<file path="src/hw/rtl/swm_pkg.sv">
// Package for the sliding window median filter.
// Holds the sizing constants and the structs shared by the cell chain and the top level.
// No dependencies.
package swm_pkg;

	localparam int MAX_WINDOW = 256;
	localparam int SAMPLE_W   = 32;
	localparam int IDX_W      = (MAX_WINDOW > 1) ? $clog2(MAX_WINDOW) : 1;
	localparam int CNT_W      = $clog2(MAX_WINDOW + 1);
	localparam int CFG_W      = 9;
	localparam int AGE_W      = IDX_W;

	typedef logic [SAMPLE_W-1:0] sample_t;
	typedef logic [AGE_W-1:0]    age_t;

	// What one cell shows its neighbours.
	typedef struct packed {
		sample_t value;
		age_t    age;
		logic    keep;
		logic    evict;
	} cell_bus_t;

	// Broadcast control for every cell of the chain.
	typedef struct packed {
		logic step;
		logic full;
		age_t victim_age;
		logic new_victim;
	} cell_ctrl_t;

endpackage

</file>
<file path="src/hw/rtl/swm_cell.sv">
// One cell of the sorted window chain: holds one value and its age.
// Depends on swm_pkg.
module swm_cell (
	input  logic              clk,
	input  logic              held,
	input  swm_pkg::sample_t  sample,
	input  swm_pkg::cell_ctrl_t ctrl,
	input  swm_pkg::cell_bus_t left,
	input  swm_pkg::cell_bus_t right,
	input  logic              shift,
	output swm_pkg::cell_bus_t own,
	output logic              victim
);

	swm_pkg::sample_t value_q;
	swm_pkg::age_t    age_q;
	swm_pkg::sample_t here_value;
	swm_pkg::age_t    here_age;
	swm_pkg::sample_t next_value;
	swm_pkg::age_t    next_age;

	always_comb begin
		own.value = value_q;
		own.age   = age_q;
		own.keep  = held && !(value_q > sample);
		own.evict = held && ctrl.full && (age_q == ctrl.victim_age);

		if (own.keep) begin
			here_value = value_q;
			here_age   = age_q + 1'b1;
		end else if (left.keep) begin
			here_value = sample;
			here_age   = '0;
		end else begin
			here_value = left.value;
			here_age   = left.age + 1'b1;
		end

		if (right.keep) begin
			next_value = right.value;
			next_age   = right.age + 1'b1;
		end else if (own.keep) begin
			next_value = sample;
			next_age   = '0;
		end else begin
			next_value = value_q;
			next_age   = age_q + 1'b1;
		end

		victim = (own.keep && own.evict) ||
			(!own.keep && left.keep && ctrl.new_victim) ||
			(!left.keep && left.evict);
	end

	always_ff @(posedge clk) begin
		if (ctrl.step) begin
			if (ctrl.full && shift) begin
				value_q <= next_value;
				age_q   <= next_age;
			end else begin
				value_q <= here_value;
				age_q   <= here_age;
			end
		end
	end

endmodule

</file>
<file path="config.mk">
export PLATFORM = sky130hd
export DESIGN_NAME = swm_cell
export DESIGN_NICKNAME = d
export VERILOG_FILES = /design/src/hw/rtl/swm_pkg.sv /design/src/hw/rtl/swm_cell.sv
export SDC_FILE = /design/constraint.sdc
export NUM_CORES = 1
export LEC_CHECK = 0
export ABC_CLOCK_PERIOD_IN_PS = 7800
export BUFFER_PORTS_ARGS = -buffer_cell sky130_fd_sc_hd__buf_4
export CORE_UTILIZATION = 49
export DETAILED_ROUTE_END_ITERATION = 16
export GPL_TIMING_DRIVEN = 0
export PLACE_DENSITY = 0.89
export SYNTH_ARGS = -nofsm -noshare
export SYNTH_HDL_FRONTEND = slang
export SYNTH_SLANG_ARGS = --single-unit
</file>
<file path="constraint.sdc">
create_clock -name clk -period 7.8 [get_ports clk]
set_input_delay 1.56 -clock clk [delete_from_list [all_inputs] [get_ports clk]]
set_output_delay 1.56 -clock clk [all_outputs]
set_load 0.1 [all_outputs]
</file>
# Word-level counts from Yosys, hierarchy flattened
# Cells that the tools add are included.
[classes] n_addsub=3 mul=0 div_mod_pow=0 n_lt_le_gt_ge=1 eq_ne=3 shift=0 mux=10 n_bitwise=0 n_reduce_logical=14
[op_table] operator="$mux W32" n=5
[op_table] operator="$mux W8" n=5
[op_table] operator="$gt A32 B32 Y1" n=1
[op_table] operator="$add A8 B1 Y8 const B" n=3
[op_table] operator="$eq A8 B8 Y1" n=1
[op_table] operator="$logic_and A1 B1 Y1" n=8
[op_table] operator="$logic_not A1 Y1" n=3
[op_table] operator="$ne A3 B3 Y1 const B" n=1
[op_table] operator="$reduce_and A3 Y1" n=1
[op_table] operator="$logic_or A1 B1 Y1" n=2
[op_table] operator="$ne A2 B1 Y1 const B" n=1
[word_totals] regBits=40 latch_bits=0 mem_bits_rw=0 rom_bits=0 in_bits=130 output_inout_bits=43 word_cells=33 mem_count=0

# Depth between registers and ports, before layout
[logic_depth] word_depth=8 ltp_mapped=10 depth_no_buf=9

# Worst setup path before layout
# Ideal clock, no wire load.
[synth_timing] kind="input to output" start="in ctrl[8] (netlist name)" end="out victim" t_arrival_ns=4.941 required_ns=6.240 slack_ns=1.299 cell_stages=4 path_buffers=0 path_cell_list="xnor2_1 -> nand3_1 -> nor3_1 -> a221o_1"
[synth_rtl] item="from (decl)" line_no="swm_cell.sv:7" text="input swm_pkg::cell_ctrl_t ctrl,"
[synth_rtl] item="to (decl)" line_no="swm_cell.sv:12" text="output logic victim"

# Worst setup path in the final report
[layout_timing] start="in sample[14]" end="out victim"
[layout_between] elab_chain_len=8 elab_cells_between_ends=9 cone_classes="order compare: 1; reduce/logical: 8"
[layout_lines] item="from (decl)" line_no="swm_cell.sv:6" text="input swm_pkg::sample_t sample,"
[layout_lines] item="$gt A32 B32 Y1 *" line_no="swm_cell.sv:25" text="own.keep = held && !(value_q > sample);"
[layout_lines] item="$logic_not A1 Y1 *" line_no="swm_cell.sv:25"
[layout_lines] item="$logic_and A1 B1 Y1 *" line_no="swm_cell.sv:25"
[layout_lines] item="$logic_not A1 Y1" line_no="swm_cell.sv:51" text="(!own.keep && left.keep && ctrl.new_victim) ||"
[layout_lines] item="$logic_and A1 B1 Y1 (2 in series)" line_no="swm_cell.sv:51"
[layout_lines] item="$logic_or A1 B1 Y1 *" line_no="swm_cell.sv:50" text="victim = (own.keep && own.evict) ||"
[layout_lines] item="$logic_or A1 B1 Y1 *" line_no="swm_cell.sv:51"
# Every way passes the cells marked *; elsewhere a longest branch is shown, timed or not.

==> run_results.csv <==
group,metric,value,unit
floorplanning,die_w,82.55,µm
yosys,synth_seq_area_share,0.3778,
clocking,cts_resized,0,
worst_hold_path,hp-class,"flop to flop",
place,port_buffers,170,
power,p_per_area,188.1,nW/µm²
yosys,synth_cells,338,
final_layout,drive_gt1_frac,0.3520,
floorplanning,die_h,82.55,µm
global_routing,grt_pass1_wl,15.26,mm
sta,timing.final.crit_share,0.7159,
drt,drtIter0Drc,189,
yosys,synth-async-reset-ratio,0,
outcome,status,"completed",
floorplanning,fp.dieArea,6815,µm²
yosys,synth_nets,503,
sta,timing_hold_violations_final,0,
yosys,synth-seq-cells,40,
final_layout,regArea,1201,µm²
clocking,clk-insertion-delay-late,0.30,ns
global_routing,antenna_found_initial,0,
worst_setup_path,critPathRequiredTime,6.24,ns
worst_setup_path,cp-start-kind,"input pin",
sta,final.setup.tns,0,ns
global_routing,overflow,0,
clocking,cts_buffers,5,
drt,routed-via-count,3483,
clocking,clockBufferDepth,2,
place,dpl.hpwl,7.937,mm
global_routing,grt_max_degree,23,
place,gp_congestion,0.8153,
power,leakagePower,0.002147,µW
floorplanning,pin_count,173,
worst_setup_path,path_class,"input pin to output port",
sta,finalMaxSlewViolations,0,
sta,worst_slew_pin_slew,0.6935,ns
yosys,synth_edf_count,40,
clocking,cts.sinks,40,
final_layout,design_area,4736,µm²
run,cap_violations,0,
final_layout,layout_commonest_cell,"buf_4",
place,placedCellCount,584,
worst_setup_path,critPathMaxFanout,10,
drt,drc_errors,0,
sta,holdWs,0.7654,ns
clocking,cts_tree,"done",
yosys,avgSynthCellArea,9.406,µm²
sta,period_needed,5.584,ns
yosys,synth_area,3179,µm²
sta,fin_worst_skew,0.01129,ns
clocking,path_clk_slew,0.08,ns
power,irDropWorstVdd,0.0001155,V
clocking,cts_setup_buffers,0,
yosys,synth_flop_cell,"edfxtp_1",
final_layout,nNetsFinal,681,
worst_setup_path,cp_data_arrival_time,4.02,ns
clocking,cts_root_buf,"clkbuf_8",
drt,vias_per_cell,5.883,
drt,drt-wirelength-per-cell,16.64,µm
sta,rsz0062_at_grt,"false",
drt,first_pass_iters,5,
final_layout,final_cell_mix,"buf_4 (170), edfxtp_1 (40), inv_1 (35), ha_1 (35), o22ai_1 (31)",
place,place_area,4577,µm²
floorplanning,rows,28,
yosys,synth_warnings,0,
floorplanning,initial_utilization,0.5216,
clocking,htreeDepth,2,
sta,relSlewSlack,0.5377,
drt,drtAntennaViolNets,0,
drt,route.final.wire_length,9.853,mm
final_layout,syn_to_final_growth,48.96,%
final_layout,final.fill_count,414,
global_routing,grt.total_usage,0.2940,
global_routing,grt_pass1_vias,3437,
worst_setup_path,end_kind,"output port",
sta,timing.fmax,0.1791,GHz
sta,setup_viol,0,
clocking,hold_buffers,0,
final_layout,antenna_cells,0,
final_layout,multi_input_area,1779,µm²
final_layout,stdcell_count,592,
yosys,synth_cell_types,43,
floorplanning,core_area,6096,µm²
final_layout,final_core_util,0.7769,
[metal layers]
metal  wire length [µm]  vias to the layer above  track usage
met5                  0                        -            0
met4                214                        0       0.1086
met3                934                       21      0.06703
met2               4906                      201       0.5157
met1               3798                     1593       0.3498
li1                   -                     1668            -
[state kept, by name, summed over array words and instances, names as in the netlist]
register	cells
age_q	8
value_q	32
[cells in the mapped netlist, types with 2 or more instances]
library cell,instances,share of area
and3_1,8,0.016
xnor2_1,19,0.052
xor2_1,7,0.019
and2_1,4,0.0079
nor2_1,6,0.0071
a22oi_1,3,0.0071
nor4_1,2,0.0039
nor3_1,5,0.0079
a31oi_1,30,0.059
o32ai_1,2,0.0055
or3_1,2,0.0039
nand4_1,9,0.018
a221o_1,2,0.0063
o31ai_1,2,0.0047
nor2b_1,2,0.0039
edfxtp_1,40,0.38
ha_1,35,0.14
nand2_1,14,0.017
o22ai_1,31,0.061
a21oi_1,16,0.025
clkbuf_1,14,0.017
a32oi_1,3,0.0083
inv_1,35,0.041
nand3_1,19,0.030
o21ai_0,10,0.016
[metrics by stage]
step | worst slack, ns | power, µW
floorplan | 1.299 | 534.0
global placement | 2.236 | 643.3
detailed placement | 2.221 | 654.6
CTS | 2.217 | 890.1
global route | 2.049 | 924.2
finish | 2.216 | 890.9
[cells by family after synthesis]
family | Yosys count | synth area share
fa+ha+maj | 35 | 0.1377
flops | 40 | 0.3778
simple gates | 75 | 0.1251
xor+xnor | 26 | 0.07163
compound gates | 111 | 0.2251
buf+inv | 51 | 0.06257
[where the power goes]
| part | internal (µW) | leakage, µW | switching, µW |
|---|---|---|---|
| logic | 123 | 0.00169 | 248 |
| clock network | 160 | 0.0000784 | 77.9 |
| registers | 265 | 0.000384 | 16.7 |
| total | 549 | 0.00215 | 342 |
[worst max-delay path, cell delays in order]
cell	delay (ns)
buf_4	0.08
inv_1	0.05
ha_1	0.33
a21oi_1	0.17
nand2_1	0.07
a221o_1	0.35
or3_4	0.40
a22o_1	0.22
buf_6	0.14
and3_1	0.17
a221o_1	0.25
buf_4	0.23
[worst paths after layout]
kind / startpoint / to / slack (ns) / cells past startpoint
worst max-delay path: sample[14] / victim / 2.22 / 12
worst min-delay path: age_q[4] / age_q[4] / 0.77 / 2
worst max register to register: value_q[30] / value_q[3] / 4.18 / 9
worst min register to register: age_q[4] / age_q[4] / 0.77 / 2
[final cells by class]
| cell class | instances | area share |
|---|---|---|
| multi-input combinational | 247 | 0.3757 |
| buffer | 16 | 0.01427 |
| sequential | 40 | 0.2536 |
| inverter | 35 | 0.02774 |
| clock inverter | 3 | 0.01902 |
| tap | 75 | 0.01982 |
| timing repair buffer | 171 | 0.2753 |
| clock buffer | 5 | 0.01453 |
Power figures use the tool's default switching activity.
