## config.mk

```make
export PLATFORM = sky130hd
export DESIGN_NAME = swm_obuf
export DESIGN_NICKNAME = d
export VERILOG_FILES = /design/src/hw/rtl/swm_pkg.sv /design/src/hw/rtl/swm_obuf.sv
export SDC_FILE = /design/constraint.sdc
export NUM_CORES = 1
export LEC_CHECK = 0
export ABC_AREA = 1
export BUFFER_PORTS_ARGS = -buffer_cell sky130_fd_sc_hd__buf_2
export CORE_ASPECT_RATIO = 1.25
export CORE_MARGIN = 10
export CORE_UTILIZATION = 40
export CTS_CLUSTER_DIAMETER = 40
export DETAILED_ROUTE_END_ITERATION = 12
export GPL_ROUTABILITY_DRIVEN = 0
export PLACE_DENSITY_LB_ADDON = 0.08
export SETUP_SLACK_MARGIN = 0.3
export SYNTH_ARGS = -nofsm -noshare
export SYNTH_HDL_FRONTEND = slang
export SYNTH_SLANG_ARGS = --single-unit
```

## constraint.sdc

```tcl
create_clock -name clk -period 9.3 [get_ports clk]
set_input_delay 0.465 -clock clk [delete_from_list [all_inputs] [get_ports clk]]
set_output_delay 0.465 -clock clk [all_outputs]
set_load 0.005 [all_outputs]
```

## src/hw/rtl/swm_pkg.sv

```systemverilog
// Package for the sliding window median filter.
// Holds the sizing constants and the structs shared by the cell chain and the top level.
// No dependencies.
package swm_pkg;

	localparam int MAX_WINDOW = 256;
	localparam int SAMPLE_W   = 32;
	localparam int IDX_W      = (MAX_WINDOW > 1) ? $clog2(MAX_WINDOW) : 1;
	localparam int CNT_W      = $clog2(MAX_WINDOW + 1);
	localparam int CFG_W      = 9;
	localparam int AGE_W      = IDX_W;

	typedef logic [SAMPLE_W-1:0] sample_t;
	typedef logic [AGE_W-1:0]    age_t;

	// What one cell shows its neighbours.
	typedef struct packed {
		sample_t value;
		age_t    age;
		logic    keep;
		logic    evict;
	} cell_bus_t;

	// Broadcast control for every cell of the chain.
	typedef struct packed {
		logic step;
		logic full;
		age_t victim_age;
		logic new_victim;
	} cell_ctrl_t;

endpackage

```

## src/hw/rtl/swm_obuf.sv

```systemverilog
// Two-entry result buffer that decouples the cell chain from the output stall.
// Depends on swm_pkg.
module swm_obuf (
	input  logic             clk,
	input  logic             arst_n,
	input  logic             push,
	input  swm_pkg::sample_t push_data,
	output logic             out_valid,
	input  logic             out_stall,
	output swm_pkg::sample_t median,
	output logic             full
);

	swm_pkg::sample_t data0_q;
	swm_pkg::sample_t data1_q;
	logic [1:0]       count_q;
	logic             pop;

	assign out_valid = (count_q != 2'd0);
	assign median    = data0_q;
	assign full      = (count_q == 2'd2);
	assign pop       = out_valid && !out_stall;

	always_ff @(posedge clk or negedge arst_n) begin
		if (!arst_n) begin
			count_q <= 2'd0;
		end else begin
			case ({push, pop})
				2'b10: count_q <= count_q + 2'd1;
				2'b01: count_q <= count_q - 2'd1;
				default: count_q <= count_q;
			endcase
		end
	end

	always_ff @(posedge clk) begin
		case ({push, pop})
			2'b10: begin
				if (count_q == 2'd0) begin
					data0_q <= push_data;
				end else begin
					data1_q <= push_data;
				end
			end
			2'b01: begin
				data0_q <= data1_q;
			end
			2'b11: begin
				if (count_q == 2'd1) begin
					data0_q <= push_data;
				end else begin
					data0_q <= data1_q;
					data1_q <= push_data;
				end
			end
			default: begin
			end
		endcase
	end

endmodule

```

After elaboration in Yosys (flattened, before gate mapping)
Index checks and enable logic that the tools add are counted.

$add $sub $neg: 2. Equal/unequal tests: 8. Muxes and demuxes: 7. Reduce and logical (&&, ||, !) cells: 9.

Operator list (count): 32-bit two-way mux (4); 32-bit one-hot mux with 3 select lines (1); 32-bit one-hot mux with 2 select lines (1); 2-bit == test (second input constant) (3); 2-bit inequality test (second input constant) (3); 2-bit nonzero test (3); 2-bit by 1-bit == test with 1-bit output (second input constant) (2); 2-bit one-hot mux with 2 select lines (1); 3-bit AND reduction (1); 3-bit nonzero test (1); 2-bit by 1-bit adder with 2-bit output (second input constant) (1); 2-bit logical NOT (1); 2-bit AND reduction (1); 2-bit by 1-bit subtractor with 2-bit output (second input constant) (1); 1-bit logical AND (1); 1-bit logical NOT (1).

Bits in registers: 66. Bits of input ports: 36. Output and inout bits: 34. Word-level logic and storage cells: 29.

Depth between registers and ports, before layout
Depth in word-level cells: 5. Gate-level depth with buffers: 9. Mapped depth without buffers: 8.

Worst setup path before layout
OpenSTA, ideal clock, no wires.

Path kind: register to register. Start point: register count_q[0]. End point: register data0_q[0] (netlist: median[0]) (enable). Library setup time: 0.466 ns. Arrival time: 3.002 ns. Data required time: 8.834 ns. Slack: 5.832 ns. Stages on the path, launching flop included: 5. Buffers on the path: 0. Period minus slack after synthesis: 3.468 ns. Cell sequence: dfrtp_1 -> inv_1 -> ha_1 -> inv_1 -> o21ai_0.

Longest elaborated chain between the ends: 5. Elaborated cells between the ends (all ways): 9. Those cells by class: 4 x eq/ne; 5 x reduce/logical.

RTL lines: from (decl) (line swm_obuf.sv:16) `logic [1:0] count_q;`; from (signal assigned) (line swm_obuf.sv:29) `2'b10: count_q <= count_q + 2'd1;`; from (signal assigned) (line swm_obuf.sv:30) `2'b01: count_q <= count_q - 2'd1;`; from (signal assigned) (line swm_obuf.sv:31) `default: count_q <= count_q;`; 2-bit nonzero test * (line swm_obuf.sv:19) `assign out_valid = (count_q != 2'd0);`; via out_valid (line swm_obuf.sv:8) `output logic out_valid,`; 1-bit logical AND * (line swm_obuf.sv:22) `assign pop = out_valid && !out_stall;`; 2-bit == test / 2-bit by 1-bit == test with 1-bit output (equally long branches) (line swm_obuf.sv:37) `case ({push, pop})`; 2-bit inequality test (no source line) / 3-bit nonzero test (equally long branches); 2-bit AND reduction (no source line) *; to (signal assigned) (line swm_obuf.sv:40) `data0_q <= push_data;`; to (signal assigned) (line swm_obuf.sv:46) `data0_q <= data1_q;`; to (signal assigned) (line swm_obuf.sv:50) `data0_q <= push_data;`; to (decl) (line swm_obuf.sv:14) `swm_pkg::sample_t data0_q;`.

The timed path passes the listed nets; every way through them passes the cells marked *. A chain may end at the register's enable or synchronous reset.

Worst setup path after layout
Start point: register count_q[0]. End point: register data0_q[22] (netlist: median[22]) (data pin).

Longest elaborated chain between the ends: 4. Elaborated cells between the ends (all ways): 8. Those cells by class: 4 x eq/ne; 2 x mux; 2 x reduce/logical.

RTL lines (line): 2-bit nonzero test (swm_obuf.sv:19); 1-bit logical AND (swm_obuf.sv:22); 2-bit == test / 2-bit by 1-bit == test with 1-bit output (equally long branches) (swm_obuf.sv:37); 32-bit one-hot mux with 3 select lines * (swm_obuf.sv:37).

Mark *: on every way between the ends. The rest lies on a longest branch, timed or not.

==> metrics.txt <==
status completed; gr busiest metal met2; Synth Warn # 0; Max-slew headroom 19.0%; share of the yosys chip area belonging to registers 69.8%; GR met1 Demand/Resource 12.4%; CP endpoint kind flop; die width 95.2 um; CTS tree done; Layout area overhead 24.7%; PostCTS Resize Cnt 0; CTS Buffer Depth 2; syn_nets 314; Worst R2R Start count_q[0]; initial antenna violation count 0; Clock Sink Count 66; minimum clock period 2.60 ns; Rows 34; CP Max Fanout 32; I/O Buffers 69; initial drt markers 58; Worst-Margin Slew 1.21 ns; die area 0.0108 mm2; Worst Setup SP count_q[0]; pin count of the biggest net entering global routing 33; Setup TNS Final 0 ns; Crit path max-delay family simple AND/OR/NAND/NOR gates; Final Hold Viols 0; Leak 1.69 nW; Fill cells 660; Final period util 27.9%; met3 Usage GRT 3.68%; post-detailed-route count of antenna-violating nets 0; Post-Syn Area 0.00282 mm2; H-tree lvl count 3; dpl hpwl 3760 um; first-pass GRT wire length 9490 um; CP Launch Type flop; worst hold-check path type in -> reg; TritonCTS Buffers 9; final wirelength 5930 um; Pwr per Cell Area 299 mW/mm2; drt drc 0; gr usage total 11.4%; CP cell instances inv_1 > ha_1 > nor2_1 > ha_1 > nand2_1 > nand2_1 > nand2_1 > nand2_1; DR vias 1,891; Max Slew Vio Count 0; Post-Syn Instances 271; worst vdd ir 130 uV; initial core utilization 40.7%; Final #Nets 387; core area 0.00693 mm2; Die Y 114 um; FF-to-FF setup slack 6.70 ns; TritonRoute pass-1 iters 4; Max Cap Viol 0; vias per cell 4.31; average size of a mapped cell 10.4 um2; final instance area 0.00352 mm2; cell repeated most along the worst path nand2_1; CTS clock-pin slew for the worst setup and hold paths 0.08 ns; Worst EP required 9.50 ns; Worst-Skew Late Latency 0.34 ns; f_max 385 MHz; Worst EP arrival 2.80 ns; DP Area 0.00327 mm2; clock root buffer clkbuf_8; Distinct cells, synth 10; gr ovfl total 0; diodes inserted 0; #FFs+latches synth 66; WL/cell 13.5 um; RSZ-0062 raised after global routing false; Setup Viol. Count Final 0; Clock Skew 0.00875 ns; max incr delay on CP 0.89 ns; worst path bufs/invs 1; Hold Path Origin push_data[1]; layout cells sized above 1 25.5%; vias in the first global route 1,989; Slowest cell on crit path nand2_1; I/O pin total 70; met2 Track Usage GR 19.1%; CP Class reg -> reg
==> synthesized netlist by cell type, drive strengths merged <==
cell,count,area (um2)
ha,7,87.6
o21ai,4,23.8
inv,42,158
nand2,105,394
edfxtp,64,1920
dfrtp,2,50.1
buf,9,45.0
nand3,1,5.00
nor2,37,139
==> metrics by stage <==
step | total power [mW] | hold WS (ns) | utilization (%) | worst slack, ns | instances
floorplan | 0.656 | 0.169 | - | 5.83 | 271
global placement | 0.776 | 0.254 | 47.2 | 6.76 | 422
detailed placement | 0.779 | 0.256 | 47.2 | 6.67 | 422
CTS | 1.07 | 0.294 | 50.8 | 6.65 | 439
global route | 1.13 | 0.301 | 50.8 | 6.39 | 439
finish | 1.05 | 0.313 | 50.8 | 6.70 | 439
==> sequential cells by signal (all words and copies together) (netlist names) <==
register / count
data1_q: 32
median: 32
count_q: 2
==> cell type report <==
cell class,count,area (um2),area share [%]
multi-input cells,154,676,19.2
clock buffers,9,124,3.52
repair buffers,71,363,10.3
flip-flops and latches,66,1970,56.0
well taps,90,113,3.20
inverters,42,158,4.48
clock inverters,7,118,3.34
==> final timing paths <==
kind | endpoint | cells past startpoint
max | median[22] | 8
min | data1_q[1] | 1
max reg2reg | median[22] | 8
min reg2reg | count_q[1] | 2
max in group asynchronous | count_q[1] | 2
min in group asynchronous | count_q[0] | 2
==> power by group <==
part	internal (mW)	total, mW	leakage (nW)	switching, mW
Combinational	0.0920	0.281	0.933	0.189
Sequential	0.459	0.482	0.648	0.0237
Clock	0.178	0.289	0.113	0.111
Total	0.728	1.05	1.69	0.324
==> cell usage in the layout (no fill, tap or decap) <==
| cell | synthesis | layout |
|---|---|---|
| ha_1 | 7 | 7 |
| clkinvlp_4 | 0 | 2 |
| o21ai_2 | 1 | 1 |
| nand2_1 | 105 | 105 |
| inv_1 | 42 | 42 |
| dlygate4sd3_1 | 0 | 1 |
| nand3_1 | 1 | 1 |
| buf_2 | 9 | 69 |
| clkinv_1 | 0 | 1 |
| nor2_4 | 0 | 2 |
| nor2_1 | 37 | 35 |
| clkinv_4 | 0 | 1 |
| bufinv_16 | 0 | 3 |
| dfrtp_1 | 2 | 2 |
| o21ai_4 | 0 | 1 |
| o21ai_0 | 3 | 2 |
| buf_4 | 0 | 1 |
| edfxtp_1 | 64 | 64 |
| clkbuf_8 | 0 | 9 |
==> logic make-up (layout without fill, tap and decap cells) <==
logic type	Yosys count	after routing	synth area share [%]
adder cells (fa/ha/maj)	7	7	3.10
buffers and inverters	51	129	7.18
flip-flops	66	66	69.8
AO/OA/AOI/OAI	4	4	0.842
AND/OR/NAND/NOR	143	143	19.1
==> metal layers <==
| metal | routed length [um] | vias to the layer above |
|---|---|---|
| li1 | - | 984 |
| met1 | 2540 | 843 |
| met2 | 2890 | 52 |
| met3 | 365 | 12 |
| met4 | 131 | 0 |
| met5 | 0 | - |
==> repair_timing <==
item / in CTS / in global routing
hold buffers: 1 / 0
setup buffers: 0 / 0
hold endpoints to repair: 2 / 0
Power figures use the tool's default switching activity.
