$ cat src/hw/rtl/swm_pkg.sv
// Package for the sliding window median filter.
// Holds the sizing constants and the structs shared by the cell chain and the top level.
// No dependencies.
package swm_pkg;

	localparam int MAX_WINDOW = 256;
	localparam int SAMPLE_W   = 32;
	localparam int IDX_W      = (MAX_WINDOW > 1) ? $clog2(MAX_WINDOW) : 1;
	localparam int CNT_W      = $clog2(MAX_WINDOW + 1);
	localparam int CFG_W      = 9;
	localparam int AGE_W      = IDX_W;

	typedef logic [SAMPLE_W-1:0] sample_t;
	typedef logic [AGE_W-1:0]    age_t;

	// What one cell shows its neighbours.
	typedef struct packed {
		sample_t value;
		age_t    age;
		logic    keep;
		logic    evict;
	} cell_bus_t;

	// Broadcast control for every cell of the chain.
	typedef struct packed {
		logic step;
		logic full;
		age_t victim_age;
		logic new_victim;
	} cell_ctrl_t;

endpackage

$ cat src/hw/rtl/swm_prefix_or.sv
// Log-depth prefix OR across the cell chain, locating the cells at or after the evicted entry.
// Depends on swm_pkg.
module swm_prefix_or (
	input  logic [swm_pkg::MAX_WINDOW-1:0] hit,
	output logic [swm_pkg::MAX_WINDOW-1:0] at_or_after
);

	logic [swm_pkg::MAX_WINDOW-1:0] lvl [0:swm_pkg::IDX_W];

	assign lvl[0] = hit;

	for (genvar l = 0; l < swm_pkg::IDX_W; l++) begin : g_lvl
		for (genvar i = 0; i < swm_pkg::MAX_WINDOW; i++) begin : g_bit
			if (i >= (1 << l)) begin : g_or
				assign lvl[l+1][i] = lvl[l][i] | lvl[l][i-(1<<l)];
			end else begin : g_pass
				assign lvl[l+1][i] = lvl[l][i];
			end
		end
	end

	assign at_or_after = lvl[swm_pkg::IDX_W];

endmodule

$ cat config.mk
export PLATFORM = sky130hd
export DESIGN_NAME = swm_prefix_or
export DESIGN_NICKNAME = d
export VERILOG_FILES = /design/src/hw/rtl/swm_pkg.sv /design/src/hw/rtl/swm_prefix_or.sv
export SDC_FILE = /design/constraint.sdc
export NUM_CORES = 1
export LEC_CHECK = 0
export BUFFER_PORTS_ARGS = -buffer_cell sky130_fd_sc_hd__buf_4
export CAP_MARGIN = 5
export CORE_AREA = 2 2 202 204
export DETAILED_ROUTE_END_ITERATION = 12
export DIE_AREA = 0 0 204 206
export PLACE_DENSITY = 0.36
export RECOVER_POWER = 100
export SYNTH_ARGS = -nofsm -noshare
export SYNTH_HDL_FRONTEND = slang
export SYNTH_SLANG_ARGS = --single-unit
export TNS_END_PERCENT = 30
$ cat constraint.sdc
create_clock -name vclk -period 9.7
set_clock_uncertainty 0.2 [all_clocks]
set_input_delay 1.94 -clock vclk [all_inputs]
set_output_delay 1.94 -clock vclk [all_outputs]
set_load 0.05 [all_outputs]
Word level (Yosys, flattened, before mapping)
Cells that the tools add are included.

word-level totals
  register bits = 0
  latch bits = 0
  memories = 0
  memory bits (read-only) = 0
  logic and storage cells = 1793
  memory bits (writable) = 0

operators by class
  muxes and demuxes = 0
  $add $sub $neg = 0
  bitwise gates (word level) = 1793
  $lt $le $gt $ge = 0
  multiply operators = 0
  div/mod/pow operators = 0
  shift-type cells = 0
  equality and inequality tests = 0
  reductions and logical operators = 0

operator list
  cell      number
  1-bit OR  1793

Longest topological paths before layout
Gate-level depths: netlist (run 1).

  depth in word-level cells = 8
  gate-level depth with buffers = 9

Least setup slack after synthesis (run 1)
Ideal clock, no wire load.

  path type = input to output
  from = in hit[12] (netlist bit)
  to = out at_or_after[65] (netlist bit)
  stages on the path = 7
  slack = 2052 ps
  data arrival time = 5508 ps
  cell sequence = nor4_1 > nand4_1 > nor3_1 > inv_1 > nor3_1 > nand4_1 > or4_1

between the ends
  word-level cells in the longest chain between the ends = 7

RTL lines
  item                   RTL line             RTL
  from (decl)            swm_prefix_or.sv:4   input logic [swm_pkg::MAX_WINDOW-1:0] hit,
  1-bit OR (7 in a row)  swm_prefix_or.sv:15  assign lvl[l+1][i] = lvl[l][i] | lvl[l][i-(1<<l)];
  to (decl)              swm_prefix_or.sv:5   output logic [swm_pkg::MAX_WINDOW-1:0] at_or_after

Every way passes these cells.

Final worst setup path (run 1)
  from = in hit[41] (netlist bit)
  to = out at_or_after[255] (netlist bit)

between the ends
  word-level cells in the longest chain between the ends = 8

RTL lines
  item                   RTL line
  1-bit OR (8 in a row)  swm_prefix_or.sv:15

Every way passes these cells.

==> out/results.ini, run 1 <==
[status]
outcome=complete, no violations

[place]
io_buffers=512
placed_area_sq_um=9300
place.gp.congestion=0.938
hpwl_mm=48.9

[detailed_routing]
detail-route-antenna-nets=0
route.vias.total=9681
wl_mm=53.8
via_per_inst=5.00
drt_iter0_drc=603
firstDrtPassIters=5
route.detailed.drc=0
avgRoutedWirePerCell_um=27.8

[yosys]
synth_top_family_by_area=simple AND/OR/NAND/NOR gates
yosysWarnings=0
synth_area_leader_cell=nor4_1
syn_area_sq_um=4690
synth_top_area_share_pct=13.7
ys_seq_area_share_pct=0
syn_inst=880
synth_fp_nets=1136
syn_avg_cell_area_sq_um=5.33
synth_xor_area_share_pct=0
synth_compound_area_share_pct=0
synth_cell_type_count=37
synthTopCellsByArea=nor4_1 14%, nor2_1 12%, nand2_1 11%
synth-simple-area-share_pct=95.9
synth_mux_area_share_pct=0
synth-adder-area-share_pct=0

[power_and_ir_drop]
seqPwrFrac_pct=0
p_leak_nw=2.29
power.switching_mw=0.105
pwr-share-clk_pct=0
peakVddDrop_uv=16.3
share_comb_of_total_power_pct=100.0
intPower_mw=0.0852
power.density_nw_per_um2=22.8
p_sw_share_pct=55.2

[worst_setup_path]
worstPathRequired_ns=7.56
cp.arrival_ns=6.60
critPathKind=primary input to output pin
crit_path_max_fanout=11
start_kind=primary input
max_stage_delay_ns=1.30
crit_slowest_cell=nor4_1
cp-end-kind=output pin
path_cells=buf_4 > nor3_1 > nand4_1 > nor4_1 > nand4_1 > nor3b_1 > clkbuf_1 > nand3_1 > clkbuf_1

[global_route]
grt_pass1_wl_mm=72.5
grt_overflow_total=0
grt_pass1_vias=9996
grt_max_degree=14
antenna_found_initial=5
grt_use_total_pct=23.9

[hold_path]
min_path_type=primary input to output pin

[floorplan]
io_pins=512
die_w_um=204
die-area_sq_um=42000
die_h_um=206
start_util_pct=11.7
core_area_sq_um=40200
rows=74

[final_layout]
final_layout_size_suffix_gt1_share_pct=23.4
final_nets=1660
clkbuf_count=0
numSequentialCells=0
final_cell_area_sq_um=8340
syn2layout_area_growth_pct=77.9
register_area_sq_um=0

[timing]
rsz0062_at_grt=false
whs_ns=4.07
slew_viol_final=0
fmax_ghz=0.114
post-route-period-util_pct=90.1
finalSetupTns_ns=0
post-route-min-period_ns=8.74
timing.slew.headroom_pct=4.10
hold_viol=0
worstMarginPinSlew_ns=1.43
setup_viol_count_final=0

[clocking]
ctsHoldBuffers=0
postCtsSetupBuffers=0
post_cts_resized=0

[run]
cap_violations=0

cell usage after synthesis (8+ instances only):
library cell  count
nor2_1          156
nor4_1          103
inv_1            37
nor4_2            9
nand4b_1         13
and3_1           14
nor3_1           92
nand2_1         141
or4_1            18
nand3b_1          8
or3_1            30
nand4_1          72
or2_2            18
and4_1           13
nand2b_1          8
nand3_1          98
layout by cell type, fill, tap and decap left out, types with 3 or more instances in the layout:
| cell | n |
|---|---|
| and2_1 | 5 |
| and3_1 | 14 |
| and4_1 | 13 |
| buf_4 | 288 |
| clkbuf_1 | 242 |
| diode_2 | 3 |
| inv_1 | 38 |
| nand2_1 | 142 |
| nand2b_1 | 8 |
| nand3_1 | 98 |
| nand3b_1 | 8 |
| nand4_1 | 72 |
| nand4b_1 | 13 |
| nor2_1 | 156 |
| nor2b_1 | 3 |
| nor3_1 | 93 |
| nor3_2 | 3 |
| nor3b_1 | 3 |
| nor4_1 | 107 |
| nor4_2 | 7 |
| or2_2 | 18 |
| or3_1 | 30 |
| or4_1 | 18 |
per-layer routing:
layer	routed length [um]	track usage, %	part of all wire [%]
met1	19900	25.9	37
met2	27900	46.2	52
met3	4570	5.72	8.5
met4	1480	6.03	2.8
met5	28	0	0.052
power by group through the flow:
stage	clock network (mW)	registers (mW)	logic, mW
after floorplan	0	0	0.0404
after CTS	0	0	0.191
after global placement	0	0	0.190
final	0.0000000417	0	0.190
after global routing	0.0000000416	0	0.201
after detailed placement	0	0	0.190
metrics by stage:
step                      util (%)  power, mW  cells  setup slack (ns)
after floorplan                  -     0.0404    880              2.05
after global placement        23.1      0.190   1933              1.64
after detailed placement      23.1      0.190   1933              1.68
after CTS                     23.1      0.191   1933              1.68
after global routing          20.8      0.201   1937             0.771
final                         20.8      0.190   1937             0.962
critical path: cells and delay by family:
family / cells / cell delay (ns)
buffers and inverters: 3 / 1.04
and+or+nand+nor: 6 / 3.60
kinds of logic after synthesis:
logic type / after synthesis
simple gates: 830
buf+inv: 50
layout make-up:
type,count,area (sq um)
fillers,4967,31800
inverters,41,154
multi-input cells,830,4440
diodes,3,7.51
well taps,532,666
repair buffers,531,3080
worst paths after layout:
path	slack, ns	cells after the start	from	to
worst max-delay path	0.96	9	hit[41]	at_or_after[255]
worst min-delay path	4.07	3	hit[41]	at_or_after[42]
(Power assumes the default switching activity.)
==> run 2: changes to the inputs <==
--- a/config.mk
+++ b/config.mk
@@ -5,12 +5,13 @@
 export SDC_FILE = /design/constraint.sdc
 export NUM_CORES = 1
 export LEC_CHECK = 0
+export ABC_AREA = 1
 export BUFFER_PORTS_ARGS = -buffer_cell sky130_fd_sc_hd__buf_4
 export CAP_MARGIN = 5
-export CORE_AREA = 2 2 202 204
+export CORE_AREA = 4 4 198 200
 export DETAILED_ROUTE_END_ITERATION = 12
-export DIE_AREA = 0 0 204 206
-export PLACE_DENSITY = 0.36
+export DIE_AREA = 0 0 202 204
+export PLACE_DENSITY = 0.45
 export RECOVER_POWER = 100
 export SYNTH_ARGS = -nofsm -noshare
 export SYNTH_HDL_FRONTEND = slang
==> out/results.ini, run 2 <==
[status]
outcome=complete, no violations

[worst_setup_path]
endpoint=at_or_after[153]
critPathTopFamily=simple AND/OR/NAND/NOR gates
max_stage_delay_ns=0.48  ; -0.82 ns
worstSetupPathDepth=10  ; +1
start_kind=primary input
crit_slowest_cell=nor2_1
crit_path_max_fanout=5  ; -6
crit_buf_inv=2  ; -1
critPathKind=primary input to output pin
worstSetupStartpoint=hit[0]
worstPathRequired_ns=7.56  ; about the same
cp.arrival_ns=4.40  ; -2.20 ns
path_cells=buf_4 > nor2_1 > nand2_1 > nor2_1 > nand2_1 > nor2_1 > nand2_1 > nor2_1 > nand2_1 > clkbuf_1
cp-end-kind=output pin

[yosys]
syn_avg_cell_area_sq_um=3.88  ; -27%
synth_top_area_share_pct=44.9  ; +31 points
synthTopCellsByCount=856 x nor2_1, 768 x nand2_1, 167 x inv_1
yosysMostFrequentCell=nor2_1
synth_cell_type_count=9  ; -76%
yosysWarnings=0  ; unchanged
syn_area_sq_um=7160  ; +53%
synth_fp_nets=2103  ; +85%
ys_seq_area_share_pct=0  ; unchanged
synthTopCellsByArea=nor2_1 45%, nand2_1 40%, inv_1 8.8%
synth_area_leader_cell=nor2_1
syn_inst=1847  ; +110%

[power_and_ir_drop]
power.density_nw_per_um2=20.1  ; -12%
p_sw_share_pct=59.1  ; +3.9 points
intPower_mw=0.0874  ; +2.6%
power.switching_mw=0.126  ; +21%
p_leak_nw=3.26  ; +42%
peakVddDrop_uv=14.2  ; -13%
share_comb_of_total_power_pct=100.0  ; about the same
seqPwrFrac_pct=0  ; unchanged
pwr-share-clk_pct=0  ; unchanged

[timing]
rsz0062_at_grt=false
slew_viol_final=0  ; unchanged
fmax_ghz=0.153  ; +34%
hold_viol=0  ; unchanged
post-route-period-util_pct=67.4  ; -23 points
setup_viol_count_final=0  ; unchanged
whs_ns=4.04  ; -0.0264 ns
timing.slew.headroom_pct=45.8  ; +42 points
post-route-min-period_ns=6.54  ; -2.20 ns
worstMarginPinSlew_ns=0.817  ; -0.609 ns
layout_setup_ws_ns=3.16  ; +2.20 ns
finalSetupTns_ns=0  ; unchanged

[place]
place_ws_ns=3.50  ; +1.82 ns
hpwl_mm=63.4  ; +30%
dp.cells=2869  ; +48%
placed_area_sq_um=11600  ; +25%
io_buffers=512  ; unchanged
place.gp.congestion=1.05  ; +12%

[final_layout]
final_layout_size_suffix_gt1_share_pct=13.2  ; -10 points
syn2layout_area_growth_pct=48.8
final_cell_area_sq_um=10700  ; +28%
fin_cells=2869  ; +48%
clkbuf_count=0  ; unchanged
mostFrequentLayoutCells=884 x nor2_1, 791 x nand2_1, 307 x buf_4, 205 x clkbuf_1, 167 x inv_1
final_nets=2616  ; +58%
register_area_sq_um=0  ; unchanged
multiInputGateArea_sq_um=6310  ; +42%
layout_commonest_cell=nor2_1
numSequentialCells=0  ; unchanged
n_fill_cell=4942  ; -0.50%
n_antenna_cell=0  ; -3

[floorplan]
io_pins=512  ; unchanged
start_util_pct=19.1  ; +7.5 points
core_area_sq_um=37400  ; -6.9%
rows=71  ; -4.1%
die-area_sq_um=41200  ; -1.9%
die_w_um=202  ; -0.98%
die_h_um=204  ; -0.97%

[detailed_routing]
firstDrtPassIters=5  ; unchanged
wl_mm=66.3  ; +23%
route.detailed.drc=0  ; unchanged
route.vias.total=13000  ; +34%
avgRoutedWirePerCell_um=23.1  ; -17%
via_per_inst=4.53  ; -9.3%
detail-route-antenna-nets=0  ; unchanged
drt_iter0_drc=712  ; +18%

[global_route]
antenna_found_initial=1  ; -4
grt_overflow_total=0  ; unchanged
grt_pass1_vias=13700  ; +37%
grt_use_total_pct=30.3  ; +6.4 points
grt_pass1_wl_mm=92.0  ; +27%
grt_max_degree=6  ; -8

[hold_path]
min_path_type=primary input to output pin

[clocking]
post_cts_resized=0  ; unchanged
postCtsSetupBuffers=0  ; unchanged
ctsHoldBuffers=0  ; unchanged

[run]
cap_violations=0  ; unchanged

## run 2: worst min-delay path by stage
stage          startpoint             end  slack, ns  cells after the start
2_1_floorplan      hit[0]  at_or_after[0]       3.85                      1
3_3_place_gp       hit[0]  at_or_after[0]       3.98                      2
3_5_place_dp       hit[0]  at_or_after[0]       3.98                      2
4_1_cts            hit[0]  at_or_after[0]       3.98                      2
5_1_grt            hit[1]  at_or_after[1]       4.08                      4
6_report           hit[1]  at_or_after[1]       4.04                      4
## run 2: power by group through the flow
stage | registers [mW] | logic (mW) | clock network [mW]
after global routing | 0 | 0.226 | 0
after global placement | 0 | 0.219 | 0
final | 0 | 0.214 | 0
after CTS | 0 | 0.218 | 0
after detailed placement | 0 | 0.217 | 0
after floorplan | 0 | 0.0585 | 0
## run 2: per-layer routing
layer	vias up	share of wire, %	GRT usage [%]
met4	2	2.0	4.00
li1	6431	-	-
met2	497	51	58.9
met3	48	5.2	3.60
met5	-	0.011	0
met1	6027	42	36.5
## run 2: per-stage QoR
step                power, mW  util [%]
floorplan              0.0585         -
global placement        0.219      31.1
detailed placement      0.217      31.1
CTS                     0.218      31.1
global route            0.226      28.5
finish                  0.214      28.5
## run 2: cell families after synthesis
kind of cell / share of synthesized area, %
buffers and inverters: 8.86
and+or+nand+nor: 91.1
## run 2: layout make-up
class	instances	share of cell area, %
tap	511	6.00
timing repair buffer	512	28.9
multi-input combinational	1679	59.3
inverter	167	5.88
## run 2: worst min-delay path: cells and delay by family
family | cells | cell delay (ns)
buffers and inverters | 3 | 0.31
and+or+nand+nor | 1 | 0.05
==> run 3: changes to the inputs <==
--- a/config.mk
+++ b/config.mk
@@ -8,10 +8,10 @@
 export ABC_AREA = 1
 export BUFFER_PORTS_ARGS = -buffer_cell sky130_fd_sc_hd__buf_4
 export CAP_MARGIN = 5
-export CORE_AREA = 4 4 198 200
+export CORE_AREA = 4 4 199 201
 export DETAILED_ROUTE_END_ITERATION = 12
-export DIE_AREA = 0 0 202 204
-export PLACE_DENSITY = 0.45
+export DIE_AREA = 0 0 203 205
+export PLACE_DENSITY = 0.46
 export RECOVER_POWER = 100
 export SYNTH_ARGS = -nofsm -noshare
 export SYNTH_HDL_FRONTEND = slang
==> constraint.sdc (replaced) <==
create_clock -name vclk -period 5.69
set_clock_uncertainty 0.2 [all_clocks]
set_input_delay 1.138 -clock vclk [all_inputs]
set_output_delay 1.138 -clock vclk [all_outputs]
set_load 0.05 [all_outputs]
==> out/results.ini, run 3 (same netlist as run 2, synthesis figures left out) <==
[global_route]
globalRouteMet2Util_pct=57.3  ; -1.6 points
grt_busiest_layer=met2
use_met3_pct=4.64  ; +1.0 points
grt_use_total_pct=30.2  ; -0.085 points
antenna_found_initial=9  ; +8
grt_pass1_wl_mm=91.7  ; -0.29%
use_met1_pct=35.7  ; -0.78 points
grt_pass1_vias=13400  ; -1.9%
grt_overflow_total=0  ; unchanged
grt_max_degree=6  ; unchanged

[timing]
worstMarginPinSlew_ns=0.785  ; -0.0319 ns
post-route-min-period_ns=5.01
hold_viol=0  ; unchanged
rsz0062_at_grt=false
fmax_ghz=0.200
post-route-period-util_pct=88.0
slew_viol_final=0  ; unchanged
timing.slew.headroom_pct=47.9  ; +2.1 points
layout_setup_ws_ns=0.683  ; -2.48 ns
finalSetupTns_ns=0  ; unchanged
setup_viol_count_final=0  ; unchanged

[final_layout]
numSequentialCells=0  ; unchanged
final_nets=2616  ; unchanged
syn2layout_area_growth_pct=49.0
layout_commonest_cell=nor2_1
clkbuf_count=0  ; unchanged
n_fill_cell=4989  ; +0.95%
register_area_sq_um=0  ; unchanged
mostFrequentLayoutCells=884 x nor2_1, 791 x nand2_1, 308 x buf_4, 204 x clkbuf_1, 167 x inv_1
final_layout_size_suffix_gt1_share_pct=13.2  ; +0.042 points

[floorplan]
die_h_um=205  ; +0.49%
die_w_um=203  ; +0.50%
rows=71  ; unchanged
core_area_sq_um=37600  ; +0.48%
io_pins=512  ; unchanged
die-area_sq_um=41600  ; +0.99%
start_util_pct=19.0  ; -0.090 points

[place]
io_buffers=512  ; unchanged
place.gp.congestion=1.06  ; +0.86%
hpwl_mm=63.9  ; +0.83%
place_ws_ns=1.15  ; -2.35 ns

[worst_setup_path]
critPathTopFamily=simple AND/OR/NAND/NOR gates
worstSetupPathDepth=10  ; unchanged
endpoint=at_or_after[141]
path_cells=buf_4 > nor2_1 > nand2_1 > nor2_1 > nand2_1 > nor2_1 > nand2_1 > nor2_1 > nand2_1 > clkbuf_1
cp-end-kind=output pin
crit_slowest_cell=nor2_1
crit_path_max_fanout=5  ; unchanged
worstSetupStartpoint=hit[11]
critPathKind=primary input to output pin
start_kind=primary input
worstPathRequired_ns=4.35  ; -3.21 ns
crit_buf_inv=2  ; unchanged
cp.arrival_ns=3.67  ; -0.73 ns
max_stage_delay_ns=0.41  ; -0.07 ns

[detailed_routing]
detail-route-antenna-nets=0  ; unchanged
avgRoutedWirePerCell_um=23.3  ; +0.71%
firstDrtPassIters=6  ; +1
route.detailed.drc=0  ; unchanged
drt_iter0_drc=754  ; +5.9%
wl_mm=66.8  ; +0.81%
route.vias.total=13000  ; +0.023%
via_per_inst=4.53  ; about the same

[clocking]
post_cts_resized=0  ; unchanged
postCtsSetupBuffers=0  ; unchanged
ctsHoldBuffers=0  ; unchanged

[power_and_ir_drop]
power.density_nw_per_um2=34.1  ; +70%
p_leak_nw=3.27  ; +0.59%
peakVddDrop_uv=26.5  ; +86%

[hold_path]
min_path_type=primary input to output pin

[status]
outcome=complete, no violations

[run]
cap_violations=0  ; unchanged

## run 3: cell type report
cell class	instances	area, sq um	area share (%)
Antenna cell	3	7.51	0.0704
Inverter	167	627	5.88
Multi-Input combinational cell	1679	6320	59.2
Tap cell	511	639	5.99
Timing Repair Buffer	512	3080	28.8
## run 3: worst min path at each step
stage / cells past startpoint / slack [ns] / startpoint / to
3_5_place_dp: 2 / 2.38 / hit[0] / at_or_after[0]
6_report: 4 / 2.44 / hit[1] / at_or_after[1]
5_1_grt: 4 / 2.47 / hit[1] / at_or_after[1]
3_3_place_gp: 2 / 2.38 / hit[0] / at_or_after[0]
2_1_floorplan: 1 / 2.24 / hit[0] / at_or_after[0]
4_1_cts: 2 / 2.38 / hit[0] / at_or_after[0]
## run 3: metrics by stage
step | total power, mW | instance area (sq um) | hold slack (ns) | util (%) | instances
after floorplan | 0.0997 | 7160 | 2.24 | - | 1847
after global placement | 0.370 | 11600 | 2.38 | 31.0 | 2869
after detailed placement | 0.368 | 11600 | 2.38 | 31.0 | 2869
after CTS | 0.369 | 11600 | 2.38 | 31.0 | 2869
after global routing | 0.384 | 10700 | 2.47 | 28.4 | 2872
final | 0.363 | 10700 | 2.44 | 28.4 | 2872
## run 3: metal layers
layer	vias to the layer above	share of wire, %
li1	6431	-
met1	5946	41
met2	541	50
met3	78	5.9
met4	12	3.0
met5	-	0.12
## run 3: power by group
group	leakage (nW)	total, mW	internal, mW	switching [mW]
registers	0	0	0	0
logic	3.27	0.363	0.149	0.214
clock network	0.0000190	0.0000000712	0.0000000711	0
## run 3: worst min-delay path: stages
cell	delay (ns)
buf_4	0.08
nor2_1	0.05
inv_1	0.05
buf_4	0.18
